==> src/rtl/bpq_pkg.sv <==
// ---------------------------------------------------------------------------
// Button press qualifier package
// Event codes, register indexes and the structures passed between modules.
// ---------------------------------------------------------------------------
package bpq_pkg;

  typedef enum logic [2:0] {
    EV_NONE    = 3'd0,
    EV_STARTED = 3'd1,
    EV_VALID   = 3'd2,
    EV_NOPRIV  = 3'd3,
    EV_LOCKOUT = 3'd4,
    EV_TIMEOUT = 3'd5,
    EV_ZONE    = 3'd6
  } bpq_event_t;

  localparam int CFG_INDEX_WIDTH = 3;
  localparam int CFG_DATA_WIDTH  = 16;

  localparam logic [CFG_INDEX_WIDTH-1:0] CFG_ACTIVE_LOW       = 3'd0;
  localparam logic [CFG_INDEX_WIDTH-1:0] CFG_DEBOUNCE_MS      = 3'd1;
  localparam logic [CFG_INDEX_WIDTH-1:0] CFG_LOCKOUT_MS       = 3'd2;
  localparam logic [CFG_INDEX_WIDTH-1:0] CFG_HOLD_TIMEOUT_MS  = 3'd3;
  localparam logic [CFG_INDEX_WIDTH-1:0] CFG_RECENT_WINDOW_MS = 3'd4;

  localparam logic        RST_ACTIVE_LOW       = 1'b1;
  localparam logic [15:0] RST_DEBOUNCE_MS      = 16'd50;
  localparam logic [15:0] RST_LOCKOUT_MS       = 16'd1000;
  localparam logic [15:0] RST_HOLD_TIMEOUT_MS  = 16'd5000;
  localparam logic [15:0] RST_RECENT_WINDOW_MS = 16'd50;

  typedef struct packed {
    logic        active_low;
    logic [15:0] debounce_ms;
    logic [15:0] lockout_ms;
    logic [15:0] hold_timeout_ms;
    logic [15:0] recent_window_ms;
  } bpq_cfg_t;

  typedef struct packed {
    logic raw_level;
    logic priv_write;
    logic priv_value;
    logic zone_write;
    logic zone_value;
  } bpq_tick_t;

  typedef struct packed {
    bpq_event_t event_code;
    logic       stable_pressed;
    logic       held;
    logic       hold_timed_out;
    logic       locked_out;
    logic       recent_press;
  } bpq_result_t;

endpackage

==> src/rtl/button_press_qualifier_top.sv <==
// ---------------------------------------------------------------------------
// Button press qualifier
// Debounces one push button per millisecond tick and qualifies each press.
//
// Each input word is one tick carrying the raw pin level and optional
// privilege and zone writes. Each tick yields exactly one result word with
// an event code and the held, timeout, lockout and recent-press flags.
// A word is taken on the input when in_valid is high and in_stall is low,
// and delivered when out_valid is high and out_stall is low.
// The block takes one word per cycle while in_stall is low; an accepted word
// passes through the input register and then the result register.
// When the receiver stalls, the result register holds its word and the
// input register takes one more; after that in_stall rises.
// Configuration registers are written through cfg_valid, cfg_index and
// cfg_data, with cfg_ready always high; the user must write them only while
// the block is idle; the block does not enforce it. Reset clears all tick
// state, restores the register defaults and empties both pipeline registers.
// ---------------------------------------------------------------------------
module button_press_qualifier_top import bpq_pkg::*; #(
  parameter int TIME_WIDTH = 32
) (
  input  logic                       clk,
  input  logic                       rst,
  input  logic                       in_valid,
  output logic                       in_stall,
  input  logic                       raw_level,
  input  logic                       priv_write,
  input  logic                       priv_value,
  input  logic                       zone_write,
  input  logic                       zone_value,
  output logic                       out_valid,
  input  logic                       out_stall,
  output logic [2:0]                 event_code,
  output logic                       stable_pressed,
  output logic                       held,
  output logic                       hold_timed_out,
  output logic                       locked_out,
  output logic                       recent_press,
  input  logic                       cfg_valid,
  output logic                       cfg_ready,
  input  logic [CFG_INDEX_WIDTH-1:0] cfg_index,
  input  logic [CFG_DATA_WIDTH-1:0]  cfg_data
);

  bpq_cfg_t    cfg;
  bpq_tick_t   tick;
  bpq_result_t step_result;
  bpq_result_t result;
  logic        in_full;
  logic        advance;
  logic        in_accept;

  assign cfg_ready = 1'b1;

  always_ff @(posedge clk) begin
    if (rst) begin
      cfg.active_low       <= RST_ACTIVE_LOW;
      cfg.debounce_ms      <= RST_DEBOUNCE_MS;
      cfg.lockout_ms       <= RST_LOCKOUT_MS;
      cfg.hold_timeout_ms  <= RST_HOLD_TIMEOUT_MS;
      cfg.recent_window_ms <= RST_RECENT_WINDOW_MS;
    end else if (cfg_valid && cfg_ready) begin
      case (cfg_index)
        CFG_ACTIVE_LOW:       cfg.active_low       <= cfg_data[0];
        CFG_DEBOUNCE_MS:      cfg.debounce_ms      <= cfg_data;
        CFG_LOCKOUT_MS:       cfg.lockout_ms       <= cfg_data;
        CFG_HOLD_TIMEOUT_MS:  cfg.hold_timeout_ms  <= cfg_data;
        CFG_RECENT_WINDOW_MS: cfg.recent_window_ms <= cfg_data;
        default: ;
      endcase
    end
  end

  assign advance   = in_full && (!out_valid || !out_stall);
  assign in_stall  = in_full && !advance;
  assign in_accept = in_valid && !in_stall;

  always_ff @(posedge clk) begin
    if (rst) begin
      in_full <= 1'b0;
    end else if (in_accept) begin
      in_full <= 1'b1;
    end else if (advance) begin
      in_full <= 1'b0;
    end
  end

  always_ff @(posedge clk) begin
    if (in_accept) begin
      tick.raw_level  <= raw_level;
      tick.priv_write <= priv_write;
      tick.priv_value <= priv_value;
      tick.zone_write <= zone_write;
      tick.zone_value <= zone_value;
    end
  end

  bpq_core #(
    .TIME_WIDTH(TIME_WIDTH)
  ) u_core (
    .clk    (clk),
    .rst    (rst),
    .fire   (advance),
    .cfg    (cfg),
    .tick   (tick),
    .result (step_result)
  );

  always_ff @(posedge clk) begin
    if (rst) begin
      out_valid <= 1'b0;
    end else if (advance) begin
      out_valid <= 1'b1;
    end else if (!out_stall) begin
      out_valid <= 1'b0;
    end
  end

  always_ff @(posedge clk) begin
    if (advance) begin
      result <= step_result;
    end
  end

  assign event_code     = result.event_code;
  assign stable_pressed = result.stable_pressed;
  assign held           = result.held;
  assign hold_timed_out = result.hold_timed_out;
  assign locked_out     = result.locked_out;
  assign recent_press   = result.recent_press;

endmodule

==> src/rtl/bpq_core.sv <==
// ---------------------------------------------------------------------------
// Button press qualifier core
// Holds the tick state and computes one tick's update and result word.
// ---------------------------------------------------------------------------
module bpq_core import bpq_pkg::*; #(
  parameter int TIME_WIDTH = 32
) (
  input  logic        clk,
  input  logic        rst,
  input  logic        fire,
  input  bpq_cfg_t    cfg,
  input  bpq_tick_t   tick,
  output bpq_result_t result
);

  logic [TIME_WIDTH-1:0] time_now, time_now_next;
  logic [TIME_WIDTH-1:0] debounce_start, debounce_start_next;
  logic [TIME_WIDTH-1:0] press_start, press_start_next;
  logic [TIME_WIDTH-1:0] last_valid_time, last_valid_time_next;
  logic                  raw_seen, raw_seen_next;
  logic                  stable_level, stable_level_next;
  logic                  press_active, press_active_next;
  logic                  last_valid_seen, last_valid_seen_next;
  logic                  privilege, privilege_next;
  logic                  in_zone, in_zone_next;

  logic                  raw;
  bpq_event_t            ev;
  logic [TIME_WIDTH-1:0] debounce_age;
  logic [TIME_WIDTH-1:0] press_age_old;
  logic [TIME_WIDTH-1:0] valid_age_old;
  logic [TIME_WIDTH-1:0] press_age;
  logic [TIME_WIDTH-1:0] valid_age;
  logic                  lockout_old;

  always_comb begin
    raw                  = tick.raw_level ^ cfg.active_low;
    ev                   = EV_NONE;
    in_zone_next         = in_zone;
    privilege_next       = privilege;
    press_active_next    = press_active;
    press_start_next     = press_start;
    raw_seen_next        = raw_seen;
    debounce_start_next  = debounce_start;
    stable_level_next    = stable_level;
    last_valid_time_next = last_valid_time;
    last_valid_seen_next = last_valid_seen;
    time_now_next        = time_now + TIME_WIDTH'(1);

    press_age_old = time_now - press_start;
    valid_age_old = time_now - last_valid_time;
    lockout_old   = last_valid_seen && (valid_age_old < TIME_WIDTH'(cfg.lockout_ms));

    if (tick.zone_write) begin
      if (in_zone && !tick.zone_value) begin
        press_active_next = 1'b0;
        press_start_next  = '0;
        privilege_next    = 1'b0;
        ev                = EV_ZONE;
      end
      in_zone_next = tick.zone_value;
    end
    if (tick.priv_write) begin
      privilege_next = tick.priv_value;
    end

    debounce_age = '0;
    if (!in_zone_next && press_active_next) begin
      press_active_next = 1'b0;
      press_start_next  = '0;
      privilege_next    = 1'b0;
      ev                = EV_ZONE;
    end else begin
      if (raw != raw_seen) begin
        raw_seen_next       = raw;
        debounce_start_next = time_now;
      end
      debounce_age = time_now - debounce_start_next;
      if (debounce_age >= TIME_WIDTH'(cfg.debounce_ms)) begin
        stable_level_next = raw_seen_next;
      end

      if (stable_level_next && !press_active_next) begin
        if (!privilege_next) begin
          ev = EV_NOPRIV;
        end else if (lockout_old) begin
          ev = EV_LOCKOUT;
        end else begin
          press_active_next = 1'b1;
          press_start_next  = time_now;
          ev                = EV_STARTED;
        end
      end else if (!stable_level_next && press_active_next) begin
        if (press_age_old >= TIME_WIDTH'(cfg.hold_timeout_ms)) begin
          ev = EV_TIMEOUT;
        end else begin
          last_valid_time_next = time_now;
          last_valid_seen_next = 1'b1;
          ev                   = EV_VALID;
        end
        press_active_next = 1'b0;
      end
    end

    press_age = time_now - press_start_next;
    valid_age = time_now - last_valid_time_next;

    result.event_code     = ev;
    result.stable_pressed = stable_level_next;
    result.held           = press_active_next;
    result.hold_timed_out = press_active_next &&
                            (press_age >= TIME_WIDTH'(cfg.hold_timeout_ms));
    result.locked_out     = last_valid_seen_next &&
                            (valid_age < TIME_WIDTH'(cfg.lockout_ms));
    result.recent_press   = !press_active_next && last_valid_seen_next &&
                            (valid_age < TIME_WIDTH'(cfg.recent_window_ms));
  end

  always_ff @(posedge clk) begin
    if (rst) begin
      time_now        <= '0;
      debounce_start  <= '0;
      press_start     <= '0;
      last_valid_time <= '0;
      raw_seen        <= 1'b0;
      stable_level    <= 1'b0;
      press_active    <= 1'b0;
      last_valid_seen <= 1'b0;
      privilege       <= 1'b0;
      in_zone         <= 1'b0;
    end else if (fire) begin
      time_now        <= time_now_next;
      debounce_start  <= debounce_start_next;
      press_start     <= press_start_next;
      last_valid_time <= last_valid_time_next;
      raw_seen        <= raw_seen_next;
      stable_level    <= stable_level_next;
      press_active    <= press_active_next;
      last_valid_seen <= last_valid_seen_next;
      privilege       <= privilege_next;
      in_zone         <= in_zone_next;
    end
  end

endmodule

==> config.mk <==
export PLATFORM = sky130hd
export DESIGN_NAME = button_press_qualifier_top
export DESIGN_NICKNAME = d
export VERILOG_FILES = /design/src/rtl/bpq_pkg.sv /design/src/rtl/button_press_qualifier_top.sv /design/src/rtl/bpq_core.sv
export SDC_FILE = /design/constraint.sdc
export NUM_CORES = 1
export LEC_CHECK = 0
export ABC_AREA = 1
export BUFFER_PORTS_ARGS = -buffer_cell sky130_fd_sc_hd__buf_4
export CORE_ASPECT_RATIO = 1.75
export CORE_MARGIN = 4
export CORE_UTILIZATION = 60
export CTS_CLUSTER_SIZE = 40
export DETAILED_ROUTE_END_ITERATION = 6
export GPL_TIMING_DRIVEN = 0
export PLACE_DENSITY = 0.82
export SYNTH_ARGS = -nofsm -noshare
export SYNTH_HDL_FRONTEND = slang
export SYNTH_SLANG_ARGS = --single-unit
==> constraint.sdc <==
create_clock -name clk -period 21.3 [get_ports clk]
set_input_delay 1.065 -clock clk [delete_from_list [all_inputs] [get_ports clk]]
set_output_delay 1.065 -clock clk [all_outputs]
set_load 0.1 [all_outputs]
==> Word level (Yosys, flattened, before mapping) <==
Index checks and enable logic that the tools add are counted.
{ "word_totals": {"reg_bits": 214, "latch_bits": 0, "mem_bits_rw": 0, "romBits": 0, "inputBits": 29, "output_inout_bits": 11, "elab_cells": 121, "mem_count": 0} }
{ "classes": {"n_addsub": 6, "multipliers": 0, "n_div": 0, "n_lt_le_gt_ge": 6, "n_eq_ne": 6, "n_shift": 0, "muxes": 43, "bitwise_logic": 2, "reduce_logical": 30} }
{ "op_table": {"columns": ["cell", "n"], "rows": [
  ["32-bit 2-to-1 mux", 12],
  ["32-bit subtractor", 5],
  ["32-bit by 16-bit >= comparator with 1-bit output", 3],
  ["32-bit by 16-bit less-than comparator with 1-bit output", 3],
  ["32-bit by 1-bit adder with 32-bit output (second input constant)", 1],
  ["1-bit 2-to-1 mux", 24],
  ["3-bit 2-to-1 mux", 7],
  ["1-bit logical AND", 12],
  ["2-bit AND reduction", 6],
  ["1-bit zero test", 9],
  ["3-bit by 2-bit == test with 1-bit output (second input constant)", 2],
  ["3-bit by 1-bit == test with 1-bit output (second input constant)", 1],
  ["3-bit == test (second input constant)", 1],
  ["3-bit zero test", 1],
  ["2-bit by 1-bit != test with 1-bit output (second input constant)", 1],
  ["2-bit nonzero test", 1],
  ["1-bit logical OR", 1],
  ["1-bit != test", 1],
  ["1-bit inverter", 1],
  ["1-bit XOR", 1]
]} }

==> Depth between registers and ports, before layout <==
{ "logic_depth": {"word_depth": 18, "ltp_mapped": 62} }

==> Cells and area by module <==
From an unflattened synthesis, not the netlist that was laid out.
{ "hier_totals": {"cells_unflattened": 3673, "area_unflattened_um2": 22531.6} }
{ "modules_own_cells": {"columns": ["module", "n_inst", "cells_per_inst", "area_per_inst_um2", "seq_area_each_um2"], "rows": [
  ["bpq_core", 1, 3277, 19451.2, 2682.6],
  ["button_press_qualifier_top", 1, 396, 3080.5, 1731.7]
]} }

==> Least setup slack after synthesis <==
OpenSTA, ideal clock, no wires.
{ "synth_path": {"kind": "reg-to-reg", "start": "register, netlist name tick[4]", "end": "register result, in the netlist hold_timed_out (data pin)", "setup_ps": 249, "arrival_ps": 7111, "t_required_ps": 21051, "setup_slack_ps": 13940, "path_stages_with_launch": 57, "n_path_buf": 3, "period_less_slack_ps": 7360, "path_cell_list": "edfxtp_1 > nand2_1 > nand3_1 > nand2_1 > clkbuf_1 > clkbuf_1 > o21ai_0 > ha_1 > nand2_1 > inv_1 > nand2_1 > inv_2 > a21oi_1 > nand2_1 > xor2_1 > ha_1 > a21oi_1 > o21ai_0 > (+21 left out) > a21oi_1 > o21ai_0 > a31oi_1 > o21ai_0 > nand3_1 > nand2_1 > xor2_1 > ha_1 > nand2_1 > o2111ai_1 > nor2_1 > nand4_1 > nor3_1 > nand4_1 > nor2_1 > nand3_1 > nand2_1 > inv_1"} }
{ "synth_lines": {"columns": ["element", "line", "rtl"], "rows": [
  ["end signal: assignment", "button_press_qualifier_top.sv:121", "result <= step_result;"],
  ["end: declaration", "button_press_qualifier_top.sv:48", "bpq_result_t result;"]
]} }

==> impl_metrics.py <==
metrics = {
    "outcome": {
        "status": "finished, violations left",
        "violations": "design-rule violations",
    },
    "clock_tree": {
        "cts-root-buf": "clkbuf_16",
        "hold_buffers": 0,
        "htree_levels": 1,
        "cts_inserted_buffers": 22,
        "clockBufferDepth": 3,
        "post-cts-setup-buffers": 0,
        "cts_tree": "built",
        "cts_resized": 0,
        "cts_num_sinks": 214,
        "clock_latency_ns": 0.57,
        "cts.reportedPaths.clkPinSlew_ns": 0.08,
    },
    "route": {
        "drc": 1,
        "viasPerCell": 6.18,
        "top_layer": "met4",
        "dr_wl_met2_um": 40000,
        "postRouteAntennaNets": 0,
        "wl_um": 83000,
        "dr.pass1.iters": 7,
        "wire_per_inst_um": 21.8,
        "wl_met1_um": 26200,
        "wl_met3_um": 6390,
        "vias": 23600,
        "drt_iter0_markers": 1803,
    },
    "worst_setup_path": {
        "end_kind": "flip-flop",
        "cp_data_required_time_ns": 21.61,
        "path_max_fanout": 10,
        "arrival_ns": 11.68,
        "critPathSlowestCell": "edfxtp_1",
        "criticalPathCategory": "flip-flop to flip-flop",
        "cp_common_cell": "nand2_1",
        "slowest_delay_ns": 0.66,
        "reg2reg_slack_ns": 9.93,
        "start_kind": "flip-flop",
    },
    "pwr": {
        "p_leak_nw": 11.1,
        "vdd_drop_max_v": 0.0000681,
        "power_density_nw_per_um2": 59.3,
    },
    "synthesis": {
        "synth.yosys.seq_area_share": 0.213,
        "ys.flop_type": "dfxtp_1",
        "synthesis.instances": 3279,
        "synth-edff-count": 13,
        "ys_warn_count": 0,
        "synth.distinct_cells": 56,
        "synth.avg_cell_area_um2": 6.33,
        "synth_seq_cells": 214,
        "synth_area_um2": 20800,
        "async_flop_share": 0,
        "syn_nets": 3555,
    },
    "sta": {
        "slew_headroom": 0.150,
        "finalSetupViolCount": 0,
        "fin_setup_tns_ns": 0,
        "worst_pin_slew_ns": 1.28,
        "fmax_ghz": 0.0879,
        "clock-skew-final_ns": 0.0366,
        "setup_ws_ns": 9.93,
        "period_share": 0.534,
        "rsz0062_at_grt": "no",
        "hold_viol": 0,
        "fin_crit_ns": 11.37,
        "slew_viol_final": 0,
    },
    "global_routing": {
        "grt_overflow": 0,
        "grt_pass1_wl_um": 125000,
        "grt_max_degree": 18,
        "antenna_found_initial": 0,
        "grtUsageTotal": 0.426,
        "first_global_vias": 23700,
    },
    "hold_path": {
        "hold_path_class": "flip-flop to flip-flop",
    },
    "layout": {
        "num_antenna_cells": 0,
        "fin_nets": 3618,
        "fill_cells": 3102,
        "areaGrowthSynthToFinish_pct": 8.43,
        "drive_above_1_share": 0.0557,
    },
    "floorplanning": {
        "die_area_um2": 37800,
        "rows": 89,
        "coreArea_um2": 34000,
        "initial_utilization": 0.612,
        "fp.dieH_um": 254,
        "dieWidth_um": 149,
        "ios": 40,
    },
    "placement": {
        "place_congestion": 1.04,
        "dpl.hpwl_um": 67100,
        "pre_cts_ws_ns": 10.55,
        "portBuffers": 38,
    },
    "run": {
        "cap_violations": 0,
    },
}
where the power goes:
group / leakage, nW / internal [mW] / switching, mW
combinational: 8.89 / 0.133 / 0.288
clock: 0.428 / 0.297 / 0.186
sequential: 1.76 / 0.421 / 0.0113
path summary, 6_finish.rpt:
path,from,end,cells after the start
worst min-delay path,cfg[11],cfg[11],2
worst min register to register,cfg[11],cfg[11],2
worst max register to register,tick[4],hold_timed_out,55
worst max-delay path,tick[4],hold_timed_out,55
registers in the layout (all words and copies together), names as in the netlist:
name                    cells
cfg                        65
u_core.debounce_start      32
u_core.last_valid_time     32
u_core.press_start         32
u_core.time_now            32
tick                        5
event_code                  3
held                        1
hold_timed_out              1
in_full                     1
locked_out                  1
out_valid                   1
recent_press                1
stable_pressed              1
u_core.in_zone              1
u_core.last_valid_seen      1
u_core.press_active         1
u_core.privilege            1
u_core.raw_seen             1
u_core.stable_level         1
synth_stat cells (all sizes together) (18+ instances only):
| cell | number | area share |
|---|---|---|
| a21o | 23 | 0.0083 |
| a21oi | 419 | 0.10 |
| a31oi | 22 | 0.0066 |
| buf | 18 | 0.0059 |
| clkbuf | 66 | 0.012 |
| dfxtp | 201 | 0.19 |
| ha | 243 | 0.15 |
| inv | 441 | 0.080 |
| nand2 | 765 | 0.14 |
| nand3 | 176 | 0.045 |
| nand4 | 55 | 0.017 |
| nor2 | 277 | 0.056 |
| nor3 | 50 | 0.012 |
| nor4 | 20 | 0.0060 |
| o211ai | 21 | 0.0076 |
| o21ai | 283 | 0.068 |
| xnor2 | 39 | 0.016 |
| xor2 | 63 | 0.027 |
layout by cell type (no fill, tap or decap), types with 13 or more instances in the layout:
cell type,count
nor2_1,238
dfxtp_1,201
inv_1,425
nor3_1,49
xnor2_1,39
clkbuf_16,23
nand3_1,164
clkbuf_1,68
buf_4,40
o21ai_0,274
edfxtp_1,13
a21o_1,23
a31oi_1,22
ha_1,243
nor2_2,35
xor2_1,63
o211ai_1,21
nand4_1,55
nor4_1,20
o21a_1,13
nand2_1,753
inv_2,16
a21oi_1,418
critical path: cells and delay by family, from the launching register on:
kind / cells / cell delay, ns
AO/OA/AOI/OAI: 10 / 1.90
XOR/XNOR: 2 / 0.59
AND/OR/NAND/NOR: 30 / 4.63
flip-flops: 1 / 0.66
buffers and inverters: 8 / 1.65
adder cells (fa/ha/maj): 5 / 1.69
cell type report:
| type | instances | area (um2) | area share |
|---|---|---|---|
| buffer | 84 | 370 | 0.0164 |
| clock buffer | 29 | 638 | 0.0283 |
| clock inverter | 11 | 244 | 0.0108 |
| inverter | 443 | 1660 | 0.0738 |
| multi-input combinational | 2538 | 14300 | 0.636 |
| sequential | 214 | 4410 | 0.196 |
| tap | 455 | 569 | 0.0253 |
| timing repair buffer | 39 | 293 | 0.0130 |
metrics by stage:
| stage | cells | instance area (um2) | hold WS (ns) | util | power [mW] |
|---|---|---|---|---|---|
| after floorplan | 3279 | 20800 | 0.435 | - | 0.719 |
| after global placement | 3772 | 21600 | 0.449 | 0.637 | 0.826 |
| after detailed placement | 3773 | 21600 | 0.458 | 0.637 | 0.843 |
| after CTS | 3813 | 22500 | 0.468 | 0.663 | 1.32 |
| after global routing | 3813 | 22500 | 0.488 | 0.663 | 1.38 |
| final | 3813 | 22500 | 0.472 | 0.663 | 1.34 |
logic make-up (layout without fill, tap and decap cells):
kind of cell    Yosys count  in the layout  synth area share
compound gates          821            821             0.212
xor+xnor                102            102            0.0430
fa+ha+maj               247            247             0.150
buf+inv                 527            606            0.0979
flops                   214            214             0.213
other cells               1              1          0.000181
simple gates           1367           1367             0.284
routing by layer:
metal | up-vias | track usage
met5 | - | 0
met1 | 10700 | 0.403
met3 | 473 | 0.0676
met2 | 1282 | 0.751
li1 | 11100 | -
met4 | 0 | 0.441
Note: power is estimated with default switching activity, not from simulation.
